File: config.mk
export PLATFORM = sky130hd
export DESIGN_NAME = priority_ready_queue
export DESIGN_NICKNAME = d
export VERILOG_FILES = /design/src/hw/rtl/prq_pkg.sv /design/src/hw/rtl/prq_cell.sv /design/src/hw/rtl/priority_ready_queue.sv
export VERILOG_INCLUDE_DIRS = /design/src /design/src/hw/rtl
export SDC_FILE = /design/constraint.sdc
export NUM_CORES = 1
export LEC_CHECK = 0
export BUFFER_PORTS_ARGS = -buffer_cell sky130_fd_sc_hd__buf_2
export CAP_MARGIN = 20
export CORE_MARGIN = 2
export CORE_UTILIZATION = 25
export CTS_BUF_LIST = sky130_fd_sc_hd__clkbuf_4
export CTS_CLUSTER_SIZE = 25
export DETAILED_ROUTE_END_ITERATION = 10
export PLACE_DENSITY_LB_ADDON = 0.08
export SYNTH_ARGS = -nofsm -noshare
export SYNTH_HDL_FRONTEND = slang
export SYNTH_HIERARCHICAL = 1
export SYNTH_SLANG_ARGS = --single-unit
File: constraint.sdc
create_clock -name clk -period 6.3 [get_ports clk]
set_input_delay 0.945 -clock clk [delete_from_list [all_inputs] [get_ports clk]]
set_output_delay 0.945 -clock clk [all_outputs]
set_load 0.03 [all_outputs]
File: src/hw/rtl/priority_ready_queue_macros.svh
// assertion macros for the priority ready queue
// used by the rtl files that carry assertions; no other dependencies
`ifndef PRIORITY_READY_QUEUE_MACROS_SVH
`define PRIORITY_READY_QUEUE_MACROS_SVH
`ifndef SYNTHESIS
// clocked check, off while reset is held
`define PRQ_ASSERT(label, clk, rst_n, prop) \
  label: assert property (@(posedge clk) disable iff (!rst_n) (prop)) \
    else $error("priority_ready_queue check failed");
// implication check, off while reset is held
`define PRQ_ASSERT_IMP(label, clk, rst_n, cond, prop) \
  label: assert property (@(posedge clk) disable iff (!rst_n) (cond) |-> (prop)) \
    else $error("priority_ready_queue check failed");
`else
`define PRQ_ASSERT(label, clk, rst_n, prop)
`define PRQ_ASSERT_IMP(label, clk, rst_n, cond, prop)
`endif
`endif

File: src/hw/rtl/prq_pkg.sv
// types and constants shared by the priority ready queue
// no dependencies
package prq_pkg;

  localparam int QueueDepth = 16;
  localparam int IdW        = 16;
  localparam int PriW       = 8;
  localparam int OccW       = 5;
  localparam int InDataW    = 24;
  localparam int OutDataW   = 32;

  typedef enum logic [1:0] {
    ST_DONE  = 2'd0,
    ST_FULL  = 2'd1,
    ST_EMPTY = 2'd2
  } status_t;

  // contents of one queue slot
  typedef struct packed {
    logic            valid;
    logic [PriW-1:0] pri;
    logic [IdW-1:0]  id;
  } slot_t;

  // operation broadcast to every cell
  typedef struct packed {
    logic            ins;
    logic            rem;
    logic [PriW-1:0] pri;
    logic [IdW-1:0]  id;
  } ctl_t;

endpackage

File: src/hw/rtl/prq_cell.sv
// one slot of the sorted queue chain
// depends on prq_pkg
module prq_cell (
  input  logic          clk,
  input  logic          rst_n,
  input  prq_pkg::ctl_t  ctl_i,
  input  prq_pkg::slot_t left_i,
  input  logic          left_gt_i,
  input  prq_pkg::slot_t right_i,
  output prq_pkg::slot_t slot_o,
  output logic          gt_o
);
  import prq_pkg::*;

  logic            valid_r, valid_nxt;
  logic [PriW-1:0] pri_r, pri_nxt;
  logic [IdW-1:0]  id_r, id_nxt;

  // stored entry ranks behind the incoming one
  assign gt_o = valid_r && (pri_r > ctl_i.pri);
  assign slot_o = '{valid: valid_r, pri: pri_r, id: id_r};

  // insert shifts right from the first larger priority, remove shifts left
  always_comb begin
    valid_nxt = valid_r;
    pri_nxt   = pri_r;
    id_nxt    = id_r;
    if (ctl_i.ins) begin
      if (left_gt_i) begin
        valid_nxt = 1'b1;
        pri_nxt   = left_i.pri;
        id_nxt    = left_i.id;
      end else if ((gt_o || !valid_r) && left_i.valid) begin
        valid_nxt = 1'b1;
        pri_nxt   = ctl_i.pri;
        id_nxt    = ctl_i.id;
      end
    end else if (ctl_i.rem) begin
      valid_nxt = right_i.valid;
      pri_nxt   = right_i.pri;
      id_nxt    = right_i.id;
    end
  end

  always_ff @(posedge clk) begin
    if (!rst_n) begin
      valid_r <= 1'b0;
    end else begin
      valid_r <= valid_nxt;
    end
  end

  // payload needs no reset
  always_ff @(posedge clk) begin
    pri_r <= pri_nxt;
    id_r  <= id_nxt;
  end

endmodule

File: src/hw/rtl/priority_ready_queue.sv
// priority ready queue: top level with the cell chain and result register
// depends on prq_pkg, prq_cell and priority_ready_queue_macros.svh
//
// Usage:
//   Input channel in_*: in_tuser is the mode (0 insert, 1 remove), in_tdata
//   carries proc_id and priority_req. Result channel out_*: one result per
//   accepted input, with the removed head entry, a status code (done, full,
//   empty) and the occupancy after the transaction.
//   Entries sit in a chain of QueueDepth cells, sorted by priority, smaller
//   first, equal priorities in arrival order. Every cell compares its own
//   priority with the request and all cells shift at once, so one transaction
//   is taken per cycle while in_tready is high; the result is registered and
//   appears in the cycle after acceptance. When the receiver stalls, the
//   result holds in the output register and in_tready drops until it is
//   taken; in_tready is high whenever the output register is empty or being
//   drained. Reset clears every valid bit and the count: the queue starts
//   empty and is usable as soon as reset is released.
`include "priority_ready_queue_macros.svh"
module priority_ready_queue (
  input  logic                          clk,
  input  logic                          rst_n,
  input  logic                          in_tvalid,
  output logic                          in_tready,
  // proc_id [15:0], priority_req [23:16]
  input  logic [prq_pkg::InDataW-1:0]   in_tdata,
  // mode
  input  logic                          in_tuser,
  output logic                          out_tvalid,
  input  logic                          out_tready,
  // removed_id [15:0], removed_priority [23:16], status [25:24],
  // occupancy [30:26], zero [31]
  output logic [prq_pkg::OutDataW-1:0]  out_tdata
);
  import prq_pkg::*;

  localparam logic MODE_INSERT = 1'b0;

  slot_t                slots   [QueueDepth];
  logic [QueueDepth-1:0] gts;
  logic [QueueDepth-1:0] valid_vec;
  ctl_t                 ctl;
  logic                 accept, full, empty;

  logic                 out_valid_r, out_valid_nxt;
  logic [IdW-1:0]       rid_r, rid_nxt;
  logic [PriW-1:0]      rpri_r, rpri_nxt;
  status_t              status_r, status_nxt;
  logic [OccW-1:0]      count_r, count_nxt;
  logic [OccW-1:0]      occ_r, occ_nxt;

  assign in_tready = !out_valid_r || out_tready;
  assign accept    = in_tvalid && in_tready;
  assign full      = slots[QueueDepth-1].valid;
  assign empty     = !slots[0].valid;

  // broadcast operation
  assign ctl.ins = accept && (in_tuser == MODE_INSERT) && !full;
  assign ctl.rem = accept && (in_tuser != MODE_INSERT) && !empty;
  assign ctl.id  = in_tdata[IdW-1:0];
  assign ctl.pri = in_tdata[IdW+PriW-1:IdW];

  // cell chain, head at index 0
  for (genvar i = 0; i < QueueDepth; i++) begin : g_cell
    slot_t left_s, right_s;
    logic  left_gt;
    if (i == 0) begin : g_head
      assign left_s  = '{valid: 1'b1, pri: '0, id: '0};
      assign left_gt = 1'b0;
    end else begin : g_body
      assign left_s  = slots[i-1];
      assign left_gt = gts[i-1];
    end
    if (i == QueueDepth-1) begin : g_tail
      assign right_s = '{valid: 1'b0, pri: '0, id: '0};
    end else begin : g_inner
      assign right_s = slots[i+1];
    end
    prq_cell u_cell (
      .clk       (clk),
      .rst_n     (rst_n),
      .ctl_i     (ctl),
      .left_i    (left_s),
      .left_gt_i (left_gt),
      .right_i   (right_s),
      .slot_o    (slots[i]),
      .gt_o      (gts[i])
    );
    assign valid_vec[i] = slots[i].valid;
  end

  // result and occupancy
  always_comb begin
    out_valid_nxt = out_valid_r;
    rid_nxt       = rid_r;
    rpri_nxt      = rpri_r;
    status_nxt    = status_r;
    occ_nxt       = occ_r;
    count_nxt     = count_r;
    if (out_valid_r && out_tready) begin
      out_valid_nxt = 1'b0;
    end
    if (ctl.ins) begin
      count_nxt = count_r + 1'b1;
    end else if (ctl.rem) begin
      count_nxt = count_r - 1'b1;
    end
    if (accept) begin
      out_valid_nxt = 1'b1;
      rid_nxt       = ctl.rem ? slots[0].id : '0;
      rpri_nxt      = ctl.rem ? slots[0].pri : '0;
      occ_nxt       = count_nxt;
      priority if (ctl.ins || ctl.rem) begin
        status_nxt = ST_DONE;
      end else if (in_tuser == MODE_INSERT) begin
        status_nxt = ST_FULL;
      end else begin
        status_nxt = ST_EMPTY;
      end
    end
  end

  always_ff @(posedge clk) begin
    if (!rst_n) begin
      out_valid_r <= 1'b0;
      count_r     <= '0;
    end else begin
      out_valid_r <= out_valid_nxt;
      count_r     <= count_nxt;
    end
  end

  always_ff @(posedge clk) begin
    rid_r    <= rid_nxt;
    rpri_r   <= rpri_nxt;
    status_r <= status_nxt;
    occ_r    <= occ_nxt;
  end

  assign out_tvalid = out_valid_r;
  assign out_tdata  = {1'b0, occ_r, status_r, rpri_r, rid_r};

  // valid slots form a prefix of the chain
  `PRQ_ASSERT(a_valid_prefix, clk, rst_n,
    $onehot({1'b0, valid_vec} + {{QueueDepth{1'b0}}, 1'b1}))
  // head never ranks behind the second entry
  `PRQ_ASSERT_IMP(a_head_sorted, clk, rst_n, slots[1].valid,
    slots[0].pri <= slots[1].pri)
  // refused insert reports a full queue
  `PRQ_ASSERT_IMP(a_full_occ, clk, rst_n, out_valid_r && (status_r == ST_FULL),
    occ_r == QueueDepth[OccW-1:0])
  // remove on empty reports an empty queue with zero payload
  `PRQ_ASSERT_IMP(a_empty_occ, clk, rst_n, out_valid_r && (status_r == ST_EMPTY),
    (occ_r == '0) && (rid_r == '0) && (rpri_r == '0))
  // count follows the tail of the chain
  `PRQ_ASSERT(a_count_track, clk, rst_n,
    (count_r == QueueDepth[OccW-1:0]) == full)

endmodule

==> summary.md <==
| Metric | Value |
|---|---|
| Total grt overflow | 0 |
| Syn-to-layout area delta | 13.5% |
| I/O Buffers | 61 |
| Psw | 0.00199 W |
| Inserted Clock Buffers | 139 |
| Hold Startpoint | out_tready |
| Setup_tns | 0 ns |
| CTS tree | built |
| Final setup fails | 0 |
| Vias | between 15000 and 20000 |
| Syn avg cell area | ~11 µm² |
| CP max FO | 32 |
| Post-route cell area | about 0.03 mm² |
| Die height | between 300 and 400 µm |
| Hold Path Class | in2reg |
| Core ar. | between 0.1 and 0.15 mm² |
| Slowest-stage cell, CP | nor3_2 |
| Sequential Power Share | between 40% and 50% |
| Clk buf depth | 3 |
| Final Hold Fails | 0 |
| Die width | ~330 µm |
| Hold Slack | about 0.31 ns |
| Worst-Skew Late Latency | a little under 1 ns |
| Overall Global Routing Usage | ~14% |
| Reg2reg start | g_cell[12].u_cell/pri_r[1]$_DFFE_PP_ |
| Finished Layout Cells | 4018 |
| Met1 Track Usage GR | about a fifth |
| Final core occ | 28.5% |
| Placed instance area | ~0.028 mm² |
| Worst EP required | slightly below 7 ns |
| Combinational Power Share | approximately an eighth |
| VDD IR max | 0.118 mV |
| YS warnings | 6 |
| Cts hold-fix bufs | 0 |
| Startpoint Class | input pin |
| Drt total wl | 73.8 mm |
| CTS sink cnt | between 400 and 500 |
| Clock power share | 39.8% |
| RSZ-0062 raised after global routing | false |
| Worst R2R Path Depth | 9 |
| DRT Pass-1 Iters | 5 |
| Busiest grt layer | met2 |
| PwrDens | 243 mW/mm² |
| Critical path's largest stage delay | roughly 0.7 ns |
| Leak | 10.6 nW |
| Remaining antenna violation count | 0 |
| Worst Hold Depth | 4 |
| Largest net degree at the start of global routing | 113 |
| Wire per inst | roughly 18 µm |
| Reg-to-reg slack, setup | 2.97 ns |
| Initial Util | about a quarter |
| Worst path bufs/invs | 3 |
| First-pass GRT wire length | approximately 110 mm |
| Worst slew margin | 25.6% |
| Initial antenna violation count | 5 |
| Synth Cell Area | around 0.026 mm² |
| Internal Power | ~0.0052 W |
| H-tree depth | 4 |
| Setup bufs post-CTS | 0 |
| DRT iter0 DRCs | ~930 |
| DRC Markers | 0 |
| Met3 GRT Util | approximately 2.8% |
| I/O Pins | 63 |
| Root buf cell | clkbuf_4 |
| Worst-path cell chain | buf_2, inv_1, ha_1, nand4_1, a21oi_2, a211oi_2, nor3_2, o21ai_0, o31ai_4, buf_4 |
| Switch share | approximately 28% |
| Met2 Use GR | between 20% and 30% |
| Worst r2r dst | g_cell[13].u_cell/id_r[3]$_DFFE_PP_ |
| Worst EP arrival | approximately 4.2 ns |
| Final Max Slew Viols | 0 |
| Fin crit period | 3.63 ns |
| Clk_skew | between 0.04 and 0.05 ns |
| Final Wtd Congestion | approximately 0.77 |
| Most common cell after layout, fill and taps aside | a21oi_1 |
| Status | finished, final reports clean |
| Worst setup EP type | flop |
| Final net count | 2704 |
| Vias in the first global route | 18392 |
| Max-cap violations | 0 |
| Final HPWL DP | ~53 mm |
| Dpl cells | between 3000 and 4000 |
| DR vias/cell | about 4.5 |
| Slew @ Worst Pin | between 1 and 1.5 ns |
| # rows | 118 |
| Clock Pin Slew Worst Setup and Hold Paths | 0.07 ns |
| Hold Path Sink | out_tvalid$_SDFFE_PN0P_ |
| Type of the worst setup path | in2reg |
| Cell family with most CP delay | buffers and inverters |
| Final Cycle Share | between 50% and 60% |
| Die ar. | about 0.11 mm² |
| Post-cts sizing count | 0 |
| Fmax | 0.276 GHz |
| Mapped Cells | 2400 |
| Layout cells sized above 1 | ~16% |
| Commonest non-fill, non-tap cells in the layout | a21oi_1, edfxtp_1, nor2_1 |
==> power by group through the flow <==
stage / registers [W] / clock network, W / logic, W
after detailed placement: 0.00348 / 0 / 0.000896
after global routing: 0.00343 / 0.00316 / 0.00100
final: 0.00342 / 0.00284 / 0.000889
after floorplan: 0.00346 / 0 / 0.000619
after CTS: 0.00342 / 0.00301 / 0.000898
after global placement: 0.00348 / 0 / 0.000883
==> worst max-delay path by stage <==
stage | startpoint | end | cells past startpoint
2_1_floorplan | in_tdata[17] | g_cell[10].u_cell/id_r[0]$_DFFE_PP_ | 10
3_5_place_dp | in_tdata[22] | g_cell[11].u_cell/id_r[9]$_DFFE_PP_ | 11
4_1_cts | in_tdata[22] | g_cell[11].u_cell/pri_r[0]$_DFFE_PP_ | 11
3_3_place_gp | in_tdata[22] | g_cell[11].u_cell/id_r[9]$_DFFE_PP_ | 11
5_1_grt | in_tdata[22] | g_cell[11].u_cell/pri_r[0]$_DFFE_PP_ | 11
6_report | in_tdata[22] | g_cell[13].u_cell/id_r[3]$_DFFE_PP_ | 10
==> worst min-delay path: cells and delay by family <==
family,cells,cell delay (ns)
AND/OR/NAND/NOR,3,0.18
buffers and inverters,1,0.10
==> state kept, by name, summed over array words and instances, names as in the netlist <==
register and cells:
count_r 5, g_cell.u_cell/id_r 256, g_cell.u_cell/pri_r 128, g_cell.u_cell/valid_r 16, occ_r 5, out_tvalid 1
rid_r 16, rpri_r 8, status_r 2
==> layout make-up <==
class,instances,area [µm²]
clock inverter,26,155
timing repair buffer,116,726
antenna,7,17.5
inverter,149,559
multi-input combinational,1702,11900
clock buffer,201,1510
sequential,437,12900
tap,1380,1730
fill,10949,73900
==> through the flow <==
stage | setup WS, ns | power (W)
floorplan | 2.55 | 0.00408
global placement | 1.72 | 0.00436
detailed placement | 1.68 | 0.00438
CTS | 2.76 | 0.00733
global route | 2.53 | 0.00759
finish | 2.67 | 0.00715
==> routing by layer <==
metal  up-vias  routed length (µm)
li1       9065                   -
met1      8528               36500
met2       314               32800
met3       128                2830
met4         0                1690
met5         -                   0
No activity file was read; power rests on OpenSTA's default activity.
